--- src/sv/cbpl_pkg.sv ---
// shared types, widths and helpers for the cubic bezier point and length block
// no dependencies; imported by every module of the block
package cbpl_pkg;

  localparam int SAMPLE_COUNT = 128;
  localparam int COORD_BITS   = 11;

  localparam int REG_COUNT = 8;
  localparam int REG_IDX_W = 3;

  // fixed point parameter format and the truncating square and cube
  localparam int T_W        = 19;
  localparam int T_FRAC     = 18;
  localparam int PRE_SHIFT  = 3;
  localparam int POST_SHIFT = 12;
  localparam int TS_W       = T_W - PRE_SHIFT;
  localparam int T2_W       = 2 * TS_W - POST_SHIFT;
  localparam int T2S_W      = T2_W - PRE_SHIFT;
  localparam int T3_W       = T2S_W + TS_W - POST_SHIFT;

  // power-basis coefficients need five bits beyond a coordinate
  localparam int COEF_W = COORD_BITS + 5;

  // shared multiplier operands and product
  localparam int MA_W   = 18;
  localparam int MB_W   = 22;
  localparam int PROD_W = MA_W + MB_W;
  localparam int EV_W   = PROD_W - T_FRAC;

  localparam int DX_W   = 16;
  localparam int SQ_W   = 32;
  localparam int ROOT_W = SQ_W / 2;

  localparam int CNT_W = $clog2(SAMPLE_COUNT + 1);
  localparam int T_STEP = (1 << T_FRAC) / SAMPLE_COUNT;

  localparam int PT_W  = 12;
  localparam int LEN_W = 19;
  localparam logic [LEN_W-1:0] LEN_MAX = {LEN_W{1'b1}};
  localparam int TOT_W = (ROOT_W + CNT_W > LEN_W) ? ROOT_W + CNT_W : LEN_W + 1;

  // configuration register indexes
  localparam logic [REG_IDX_W-1:0] REG_START_X = 3'd0;
  localparam logic [REG_IDX_W-1:0] REG_START_Y = 3'd1;
  localparam logic [REG_IDX_W-1:0] REG_CTRL1_X = 3'd2;
  localparam logic [REG_IDX_W-1:0] REG_CTRL1_Y = 3'd3;
  localparam logic [REG_IDX_W-1:0] REG_CTRL2_X = 3'd4;
  localparam logic [REG_IDX_W-1:0] REG_CTRL2_Y = 3'd5;
  localparam logic [REG_IDX_W-1:0] REG_END_X   = 3'd6;
  localparam logic [REG_IDX_W-1:0] REG_END_Y   = 3'd7;

  localparam logic KIND_EVAL    = 1'b0;
  localparam logic KIND_MEASURE = 1'b1;

  typedef enum logic [1:0] {
    ST_IDLE,
    ST_CALC,
    ST_ROOT_WAIT,
    ST_FINISH
  } state_t;

  // micro steps of one curve evaluation on the shared multiplier
  typedef enum logic [3:0] {
    P_TSQ,
    P_TCUBE,
    P_AX,
    P_BX,
    P_CX,
    P_AY,
    P_BY,
    P_CY,
    P_YDONE,
    P_DX,
    P_DY,
    P_SQSUM,
    P_NEXT
  } step_t;

  typedef struct packed {
    logic signed [COEF_W-1:0]     a;
    logic signed [COEF_W-1:0]     b;
    logic signed [COEF_W-1:0]     c;
    logic signed [COORD_BITS-1:0] d;
  } coef_t;

  typedef struct packed {
    logic busy;
    logic done;
  } sqrt_stat_t;

  function automatic coef_t calc_coef(
    input logic signed [COORD_BITS-1:0] p0,
    input logic signed [COORD_BITS-1:0] p1,
    input logic signed [COORD_BITS-1:0] p2,
    input logic signed [COORD_BITS-1:0] p3
  );
    logic signed [COEF_W-1:0] e0;
    logic signed [COEF_W-1:0] e1;
    logic signed [COEF_W-1:0] e2;
    logic signed [COEF_W-1:0] e3;
    logic signed [COEF_W-1:0] d1;
    logic signed [COEF_W-1:0] d2;
    coef_t r;
    e0 = COEF_W'(p0);
    e1 = COEF_W'(p1);
    e2 = COEF_W'(p2);
    e3 = COEF_W'(p3);
    d1 = e1 - e0;
    d2 = e2 - e1;
    r.c = d1 + (d1 <<< 1);
    r.b = d2 + (d2 <<< 1) - r.c;
    r.a = e3 - e0 - (d2 + (d2 <<< 1));
    r.d = p0;
    return r;
  endfunction

endpackage

--- src/sv/cbpl_mul.sv ---
// shared signed multiplier with a registered product
// depends on cbpl_pkg for operand widths
module cbpl_mul (
  input  logic                                clk,
  input  logic signed [cbpl_pkg::MA_W-1:0]    op_a,
  input  logic signed [cbpl_pkg::MB_W-1:0]    op_b,
  output logic signed [cbpl_pkg::PROD_W-1:0]  prod
);
  import cbpl_pkg::*;

  always_ff @(posedge clk) begin
    prod <= PROD_W'(op_a) * PROD_W'(op_b);
  end

endmodule

--- src/sv/cbpl_isqrt.sv ---
// iterative floor square root, two radicand bits per cycle
// depends on cbpl_pkg for widths and the status struct
module cbpl_isqrt (
  input  logic                          clk,
  input  logic                          rst,
  input  logic                          start,
  input  logic [cbpl_pkg::SQ_W-1:0]     radicand,
  output logic [cbpl_pkg::ROOT_W-1:0]   root,
  output cbpl_pkg::sqrt_stat_t          stat
);
  import cbpl_pkg::*;

  logic [SQ_W-1:0] rem;
  logic [SQ_W-1:0] res;
  logic [SQ_W-1:0] bitm;
  logic [SQ_W:0]   trial;
  logic            take;
  logic            busy;
  logic            done;

  assign trial = {1'b0, res} + {1'b0, bitm};
  assign take  = {1'b0, rem} >= trial;

  always_ff @(posedge clk) begin
    if (rst) begin
      busy <= 1'b0;
      done <= 1'b0;
    end else begin
      done <= 1'b0;
      if (start) begin
        busy <= 1'b1;
      end else if (busy && bitm[0]) begin
        busy <= 1'b0;
        done <= 1'b1;
      end
    end
  end

  always_ff @(posedge clk) begin
    if (start) begin
      rem  <= radicand;
      res  <= '0;
      bitm <= {2'b01, {(SQ_W-2){1'b0}}};
    end else if (busy) begin
      if (take) begin
        rem <= rem - trial[SQ_W-1:0];
        res <= (res >> 1) + bitm;
      end else begin
        res <= res >> 1;
      end
      bitm <= bitm >> 2;
    end
  end

  assign root      = res[ROOT_W-1:0];
  assign stat.busy = busy;
  assign stat.done = done;

endmodule

--- src/sv/cubic_bezier_point_and_length.sv ---
// cubic bezier point evaluation and sampled length, top level
// depends on cbpl_pkg, cbpl_mul and cbpl_isqrt
//
// Usage: the eight control coordinates are written through cfg_wr_en,
// cfg_index and cfg_data while the block is idle. An input word carries
// kind and t_param and is taken when in_valid is high and in_stall low;
// in_stall is high from the accept until the result sits in the output
// register. The result word is offered with out_valid and taken when
// out_stall is low; a word held by out_stall does not block the next
// input, only the end of that item's work.
// An evaluate word runs nine micro steps on the one shared multiplier
// plus the output load; the next word is taken at the earliest once
// the block is back in idle after the output load.
// A measure word runs SAMPLE_COUNT samples; each sample needs 13
// micro steps, and the sample rate is set by the 16-iteration square
// root that overlaps the next sample's math.
// Reset (rst, synchronous) clears the control registers to zero and
// drops out_valid; there is no clearing pass.
module cubic_bezier_point_and_length (
  input  logic                                 clk,
  input  logic                                 rst,
  input  logic                                 cfg_wr_en,
  input  logic [cbpl_pkg::REG_IDX_W-1:0]       cfg_index,
  input  logic [cbpl_pkg::COORD_BITS-1:0]      cfg_data,
  input  logic                                 in_valid,
  output logic                                 in_stall,
  input  logic                                 kind,
  input  logic [cbpl_pkg::T_W-1:0]             t_param,
  output logic                                 out_valid,
  input  logic                                 out_stall,
  output logic signed [cbpl_pkg::PT_W-1:0]     point_x,
  output logic signed [cbpl_pkg::PT_W-1:0]     point_y,
  output logic [cbpl_pkg::LEN_W-1:0]           length_sum
);
  import cbpl_pkg::*;

  logic signed [COORD_BITS-1:0] coord [REG_COUNT];

  state_t state;
  state_t state_next;
  step_t  step;

  logic accept;
  logic sq_start;
  logic ld_out;
  logic last_sample;

  logic                     is_measure;
  coef_t                    coef_x;
  coef_t                    coef_y;
  logic [T_W-1:0]           t;
  logic [T2_W-1:0]          t2;
  logic [T3_W-1:0]          t3;
  logic [CNT_W-1:0]         k;
  logic signed [PROD_W-1:0] acc;
  logic signed [EV_W-1:0]   x;
  logic signed [EV_W-1:0]   y;
  logic signed [EV_W-1:0]   xp;
  logic signed [EV_W-1:0]   yp;
  logic [SQ_W-1:0]          sq;
  logic [TOT_W-1:0]         tot;

  logic signed [MA_W-1:0]   op_a;
  logic signed [MB_W-1:0]   op_b;
  logic signed [PROD_W-1:0] prod;
  logic [ROOT_W-1:0]        root;
  sqrt_stat_t               sq_stat;

  logic [TS_W-1:0]            ts;
  logic [T2_W-1:0]            t2n;
  logic [T3_W-1:0]            t3n;
  logic signed [PROD_W-1:0]   acc_sum;
  logic signed [COORD_BITS-1:0] d_sel;
  logic signed [EV_W-1:0]     ev;
  logic signed [DX_W-1:0]     dx;
  logic signed [DX_W-1:0]     dy;
  logic [LEN_W-1:0]           len_sat;

  always_ff @(posedge clk) begin
    if (rst) begin
      for (int i = 0; i < REG_COUNT; i++) begin
        coord[i] <= '0;
      end
    end else if (cfg_wr_en) begin
      coord[cfg_index] <= cfg_data;
    end
  end

  cbpl_mul u_mul (
    .clk  (clk),
    .op_a (op_a),
    .op_b (op_b),
    .prod (prod)
  );

  cbpl_isqrt u_isqrt (
    .clk      (clk),
    .rst      (rst),
    .start    (sq_start),
    .radicand (sq),
    .root     (root),
    .stat     (sq_stat)
  );

  assign ts          = t[T_W-1:PRE_SHIFT];
  assign t2n         = prod[POST_SHIFT +: T2_W];
  assign t3n         = prod[POST_SHIFT +: T3_W];
  assign acc_sum     = acc + prod;
  assign d_sel       = (step == P_AY) ? coef_x.d : coef_y.d;
  // floor shift of the sum, then the constant term
  assign ev          = acc_sum[PROD_W-1:T_FRAC] + EV_W'(d_sel);
  assign dx          = DX_W'(x - xp);
  assign dy          = DX_W'(y - yp);
  assign last_sample = (k == CNT_W'(SAMPLE_COUNT));
  assign len_sat     = (tot > TOT_W'(LEN_MAX)) ? LEN_MAX : tot[LEN_W-1:0];

  // multiplier operand selection per micro step
  always_comb begin
    op_a = '0;
    op_b = '0;
    case (step)
      P_TSQ: begin
        op_a = {{(MA_W-TS_W){1'b0}}, ts};
        op_b = {{(MB_W-TS_W){1'b0}}, ts};
      end
      P_TCUBE: begin
        op_a = {{(MA_W-T2S_W){1'b0}}, t2n[T2_W-1:PRE_SHIFT]};
        op_b = {{(MB_W-TS_W){1'b0}}, ts};
      end
      P_AX: begin
        op_a = MA_W'(coef_x.a);
        op_b = {{(MB_W-T3_W){1'b0}}, t3n};
      end
      P_BX: begin
        op_a = MA_W'(coef_x.b);
        op_b = {{(MB_W-T2_W){1'b0}}, t2};
      end
      P_CX: begin
        op_a = MA_W'(coef_x.c);
        op_b = {{(MB_W-T_W){1'b0}}, t};
      end
      P_AY: begin
        op_a = MA_W'(coef_y.a);
        op_b = {{(MB_W-T3_W){1'b0}}, t3};
      end
      P_BY: begin
        op_a = MA_W'(coef_y.b);
        op_b = {{(MB_W-T2_W){1'b0}}, t2};
      end
      P_CY: begin
        op_a = MA_W'(coef_y.c);
        op_b = {{(MB_W-T_W){1'b0}}, t};
      end
      P_DX: begin
        op_a = MA_W'(dx);
        op_b = MB_W'(dx);
      end
      P_DY: begin
        op_a = MA_W'(dy);
        op_b = MB_W'(dy);
      end
      default: begin
        op_a = '0;
        op_b = '0;
      end
    endcase
  end

  // next state
  always_comb begin
    state_next = state;
    case (state)
      ST_IDLE: begin
        if (in_valid) state_next = ST_CALC;
      end
      ST_CALC: begin
        if (step == P_YDONE && !is_measure) begin
          state_next = ST_FINISH;
        end else if (step == P_NEXT && !sq_stat.busy && last_sample) begin
          state_next = ST_ROOT_WAIT;
        end
      end
      ST_ROOT_WAIT: begin
        if (!sq_stat.busy) state_next = ST_FINISH;
      end
      ST_FINISH: begin
        if (!out_valid || !out_stall) state_next = ST_IDLE;
      end
      default: state_next = ST_IDLE;
    endcase
  end

  // control outputs
  always_comb begin
    in_stall = 1'b1;
    sq_start = 1'b0;
    ld_out   = 1'b0;
    case (state)
      ST_IDLE: in_stall = 1'b0;
      ST_CALC: sq_start = (step == P_NEXT) && !sq_stat.busy;
      ST_ROOT_WAIT: ;
      ST_FINISH: ld_out = !out_valid || !out_stall;
      default: in_stall = 1'b1;
    endcase
  end

  assign accept = in_valid && !in_stall;

  always_ff @(posedge clk) begin
    if (rst) begin
      state <= ST_IDLE;
      step  <= P_TSQ;
    end else begin
      state <= state_next;
      if (accept) begin
        step <= P_TSQ;
      end else if (state == ST_CALC) begin
        if (step == P_NEXT) begin
          if (sq_start) step <= P_TSQ;
        end else begin
          step <= step_t'(step + 4'd1);
        end
      end
    end
  end

  always_ff @(posedge clk) begin
    if (rst) begin
      out_valid <= 1'b0;
    end else if (ld_out) begin
      out_valid <= 1'b1;
    end else if (!out_stall) begin
      out_valid <= 1'b0;
    end
  end

  always_ff @(posedge clk) begin
    if (ld_out) begin
      point_x    <= is_measure ? '0 : x[PT_W-1:0];
      point_y    <= is_measure ? '0 : y[PT_W-1:0];
      length_sum <= is_measure ? len_sat : '0;
    end
  end

  // datapath registers
  always_ff @(posedge clk) begin
    if (accept) begin
      is_measure <= kind;
      coef_x <= calc_coef(coord[REG_START_X], coord[REG_CTRL1_X],
                          coord[REG_CTRL2_X], coord[REG_END_X]);
      coef_y <= calc_coef(coord[REG_START_Y], coord[REG_CTRL1_Y],
                          coord[REG_CTRL2_Y], coord[REG_END_Y]);
      t   <= (kind == KIND_MEASURE) ? T_W'(T_STEP) : t_param;
      k   <= CNT_W'(1);
      xp  <= EV_W'(coord[REG_START_X]);
      yp  <= EV_W'(coord[REG_START_Y]);
      tot <= '0;
    end else begin
      if (sq_stat.done) tot <= tot + TOT_W'(root);
      if (state == ST_CALC) begin
        case (step)
          P_TCUBE: t2 <= t2n;
          P_AX:    t3 <= t3n;
          P_BX:    acc <= prod;
          P_CX:    acc <= acc_sum;
          P_AY:    x <= ev;
          P_BY:    acc <= prod;
          P_CY:    acc <= acc_sum;
          P_YDONE: y <= ev;
          P_DX:    xp <= x;
          P_DY: begin
            yp <= y;
            sq <= prod[SQ_W-1:0];
          end
          P_SQSUM: sq <= sq + prod[SQ_W-1:0];
          P_NEXT: begin
            if (sq_start && !last_sample) begin
              t <= t + T_W'(T_STEP);
              k <= k + CNT_W'(1);
            end
          end
          default: ;
        endcase
      end
    end
  end

  // an accepted word always starts at the first micro step
  a_accept_start: assert property (@(posedge clk) disable iff (rst)
    accept |=> state == ST_CALC && step == P_TSQ)
    else $error("accepted word did not start the sequence");

  // a finished root belongs to a measure in progress
  a_root_in_measure: assert property (@(posedge clk) disable iff (rst)
    sq_stat.done |-> (state == ST_CALC || state == ST_ROOT_WAIT) && is_measure)
    else $error("square root finished outside a measure");

  // the last root is awaited only after the final sample
  a_root_wait_last: assert property (@(posedge clk) disable iff (rst)
    state == ST_ROOT_WAIT |-> last_sample)
    else $error("waiting for the root before the last sample");

  // a result carries either a point or a length
  a_result_kind: assert property (@(posedge clk) disable iff (rst)
    out_valid |-> length_sum == '0 || (point_x == '0 && point_y == '0))
    else $error("result carries both a point and a length");

endmodule
--- config.mk ---
export PLATFORM = sky130hd
export DESIGN_NAME = cubic_bezier_point_and_length
export DESIGN_NICKNAME = d
export VERILOG_FILES = /design/src/sv/cbpl_pkg.sv /design/src/sv/cbpl_mul.sv /design/src/sv/cbpl_isqrt.sv /design/src/sv/cubic_bezier_point_and_length.sv
export SDC_FILE = /design/constraint.sdc
export NUM_CORES = 2
export LEC_CHECK = 0
export BUFFER_PORTS_ARGS = -buffer_cell sky130_fd_sc_hd__buf_2
export CAP_MARGIN = 20
export CORE_ASPECT_RATIO = 1.75
export CORE_MARGIN = 4
export CORE_UTILIZATION = 59
export CTS_CLUSTER_DIAMETER = 40
export DETAILED_ROUTE_END_ITERATION = 16
export PLACE_DENSITY_LB_ADDON = 0.12
export RECOVER_POWER = 25
export SYNTH_ARGS = -nofsm -noshare
export SYNTH_HDL_FRONTEND = slang
export SYNTH_SLANG_ARGS = --single-unit
--- constraint.sdc ---
create_clock -name clk -period 8.65 [get_ports clk]
set_input_delay 0.4325 -clock clk [delete_from_list [all_inputs] [get_ports clk]]
set_output_delay 0.4325 -clock clk [all_outputs]
set_load 0.01 [all_outputs]
==> parameters.txt <==
Parameter                              Value

Status
  Run status    finished with violations
  Failing checks    capacitance limit, slew limit, setup timing

Critical path
  Slowest cell on the critical path    sky130_fd_sc_hd__fa_1
  Reg2reg start    x[1]
  Buffers & Inverters on Critical Path    9
  Family of cells with the greatest summed delay on the critical path    adder cells
  Worst stage delay on the critical path    560 ps
  Kind of launch point of the worst setup path    register
  Critical register-to-register path endpoint    u_mul.prod[33]
  Cell occurring most often along the worst timing path    sky130_fd_sc_hd__fa_1
  Required time reported for the critical path endpoint    roughly 9200 ps
  Largest fanout on the critical path    4
  Type of element capturing the critical path    register
  Worst R2R Path Depth    38
  Class of the most critical setup path    reg -> reg
  CP arrival    9210 ps
  Flop-to-flop setup slack    -30 ps

Yosys
  Avg Cell Area, Syn    about 9.6 um2
  Number of synthesized register bits    roughly 590
  Post-synth design cell area    between 50000 and 60000 um2
  Cell variety after synth    87
  Commonest register cell after synthesis    sky130_fd_sc_hd__edfxtp_1
  Synth warnings    0
  Sequential share of the synthesized area    between 30% and 40%
  Most used standard cells in the synthesized netlist    768 x sky130_fd_sc_hd__inv_1, 557 x sky130_fd_sc_hd__nand2_1, 464 x sky130_fd_sc_hd__edfxtp_1
  Top cells by area, synth    sky130_fd_sc_hd__edfxtp_1 28%, sky130_fd_sc_hd__fa_1 15%, sky130_fd_sc_hd__ha_1 11%
  Net count of the mapped netlist    roughly 6100
  Asr flop ratio synth    0%
  Post-Syn Instances    roughly 5300
  Synth top area share    about 28%
  Cell type contributing the most total cell area after synthesis    sky130_fd_sc_hd__edfxtp_1
  Most numerous cell in the Yosys netlist    sky130_fd_sc_hd__inv_1
  Number of synthesized flops with an enable pin    approximately 460

Routing
  Antenna viol nets, final    0
  Avg WL per Cell    about 24 um
  Via/cell ratio    slightly below 6
  Number of optimization iterations in the first detailed-route pass    6
  DRC    0
  Met3 Wirelength    approximately 7.6 mm
  Top routing layer used    met5
  DRC marker count from the first detailed-route iteration    2630
  Total Wirelength    about 160 mm
  M1 wire length    between 50 and 60 mm
  Vias    around 40000
  Met2 Routed Length    83.2 mm

Global routing
  Total routing resource utilization after global routing    35.1%
  Overall overflow remaining after global route    0
  Global-route wire length before repair    240 mm
  Via count of the first global-routing pass    ~41000
  Maximum number of pins on one net before global-route repair    95
  Antenna violations before repair    4

Floorplan
  Cell Rows    approximately 140
  Die Ht    approximately 400 um
  Effective utilization at floorplan    roughly 60%
  Width of the die    between 200 and 250 um
  Floorplan die area    roughly 90000 um2
  Ports placed on the boundary    84
  Area of the placeable core    84700 um2

Clock tree
  Clock root buffer    sky130_fd_sc_hd__clkbuf_16
  Worst-skew pair later-pin latency    around 660 ps
  CTS tree    yes
  Number of buffers added to fix hold violations after cts    0
  CTS clock-pin slew for the worst setup and hold paths    60 ps
  # H-tree levels    3
  Sink count of the clock tree    between 500 and 600
  Worst-case clock buffer depth    3
  Total CTS buffers    74

Cells and area
  Filler-free cell count of the finished design    a little under 7000
  Total area of multi-input combinational cells    31100 um2
  Sequential cell area    16400 um2
  Fraction of final layout cells sized beyond drive strength 1    between 10% and 20%
  Area added between synthesis and finish    13.9%
  Filler cell count in the final layout    around 6900
  Final standard cell area without fillers    57500 um2
  Net count, final    6520

STA
  Max Slew Vio Count    roughly 120
  Min Tclk post-route    just under 9000 ps
  Final setup viols    1
  Worst slew slack as a fraction of its limit    -105%
  Accumulated negative setup slack    -28.5 ps
  Fmax    roughly 0.12 GHz
  Worst Tran Pin Value    3040 ps
  Number of hold violations in the final report    0
  Skew final    28.7 ps
  Final worst path period share    100%
  Slack of the critical path    -28.5 ps
  Setup repair after global routing missed its margin    yes

Flow run
  Number of maximum-capacitance violations    4

Placed design
  Count of buffers from port buffering    just over 80
  Final weighted congestion in routability-driven placement    between 1 and 1.5
  Instance area at placement    between 50000 and 60000 um2
  Detailed placement HPWL    131 mm
  Number of placed instances, taps included    6610
  Worst setup timing slack at the placement stage    -654 ps

Hold path
  Hold path depth    3
  Min-Delay Endpoint    t[18]
  Worst hold-check path type    in -> reg
  Min-Delay Startpoint    t_param[18]
## how the worst max path moves through the flow
stage | endpoint | slack [ps] | cells past startpoint | start
2_1_floorplan | u_mul.prod[33] | 60 | 38 | y[0]
3_3_place_gp | u_mul.prod[33] | -490 | 33 | x[1]
3_5_place_dp | u_mul.prod[33] | -650 | 35 | y[0]
4_1_cts | u_mul.prod[30] | 1 | 38 | x[1]
5_1_grt | u_mul.prod[33] | -310 | 37 | y[0]
6_report | u_mul.prod[33] | -30 | 38 | x[1]
## timing repair
action                     in CTS  in global routing
resized for setup              37                 76
setup endpoints to repair       9                 13
buffers inserted               20                 16
pin swaps                      29                 36
## layout make-up
class,instances,share of cell area (%)
Clock buffer,86,3.37
Inverter,770,5.04
Timing Repair Buffer,462,5.80
Sequential cell,587,28.5
Tap cell,1072,2.33
Clock inverter,46,0.892
Multi-Input combinational cell,3755,54.0
Antenna cell,1,0.00435
## layout by cell type (no fill, tap or decap), types with 16 or more instances in the layout
master                      instances
sky130_fd_sc_hd__a211oi_1          25
sky130_fd_sc_hd__a21boi_0          39
sky130_fd_sc_hd__a21o_1           106
sky130_fd_sc_hd__a21oi_1          236
sky130_fd_sc_hd__a221oi_1          19
sky130_fd_sc_hd__a222oi_1          16
sky130_fd_sc_hd__a22o_1            27
sky130_fd_sc_hd__a22oi_1           52
sky130_fd_sc_hd__a31oi_1           28
sky130_fd_sc_hd__and2_0            58
sky130_fd_sc_hd__and2_1           110
sky130_fd_sc_hd__and3_1            28
sky130_fd_sc_hd__buf_2             37
sky130_fd_sc_hd__buf_4            341
sky130_fd_sc_hd__clkbuf_1          70
sky130_fd_sc_hd__clkbuf_16         75
sky130_fd_sc_hd__dfxtp_1          122
sky130_fd_sc_hd__edfxtp_1         464
sky130_fd_sc_hd__fa_1             381
sky130_fd_sc_hd__ha_1             440
sky130_fd_sc_hd__inv_1            755
sky130_fd_sc_hd__mux2_2            19
sky130_fd_sc_hd__mux2i_1           39
sky130_fd_sc_hd__nand2_1          553
sky130_fd_sc_hd__nand2b_1          49
sky130_fd_sc_hd__nand3_1           43
sky130_fd_sc_hd__nand4_1           25
sky130_fd_sc_hd__nor2_1           381
sky130_fd_sc_hd__nor2b_1           72
sky130_fd_sc_hd__nor3_1            46
sky130_fd_sc_hd__o21a_1            55
sky130_fd_sc_hd__o21ai_0          255
sky130_fd_sc_hd__o21bai_1          57
sky130_fd_sc_hd__xnor2_1          212
sky130_fd_sc_hd__xor2_1           119
## kinds of logic after synthesis
| family | count (synthesis) | synth area share [%] |
|---|---|---|
| adder cells (fa/ha/maj) | 831 | 26.3 |
| flip-flops | 587 | 32.5 |
| XOR/XNOR | 336 | 5.89 |
| buffers and inverters | 924 | 6.88 |
| AO/OA/AOI/OAI | 1053 | 13.6 |
| multiplexers | 58 | 1.20 |
| AND/OR/NAND/NOR | 1477 | 13.6 |
## sequential cells by signal, summed over array words and instances, names as in the netlist, 12 cells and up
| name | count |
|---|---|
| tot | 24 |
| length_sum | 19 |
| sq | 32 |
| u_isqrt.res | 32 |
| point_x | 12 |
| t | 19 |
| u_isqrt.bitm | 16 |
| yp | 16 |
| coef_x | 55 |
| point_y | 12 |
| u_isqrt.rem | 32 |
| xp | 16 |
| coef_y | 55 |
| y | 16 |
| t3 | 21 |
| acc | 34 |
| x | 16 |
| t2 | 20 |
| u_mul.prod | 34 |
| coord | 88 |
## through the flow
step / util (%) / hold WS [ps]
after floorplan: - / 454
after global placement: 64.2 / 495
after detailed placement: 64.3 / 488
after CTS: 67.5 / 51.3
after global routing: 67.9 / 85.4
final: 67.9 / 93.5
## per-layer routing
metal  vias up  global-route usage (%)
met2      1319                    64.9
met1     19400                    34.0
met5         -                       0
met3       552                    4.42
met4         2                    30.6
li1      18500                       -
## worst min-delay path: stages
cell and delay, ps:
sky130_fd_sc_hd__buf_2 80, sky130_fd_sc_hd__nand3b_1 60, sky130_fd_sc_hd__o21ai_0 70
Power is left out: the tool's default activity adds up to more than one toggle a clock period on the data nets, which glitch-free logic cannot reach.
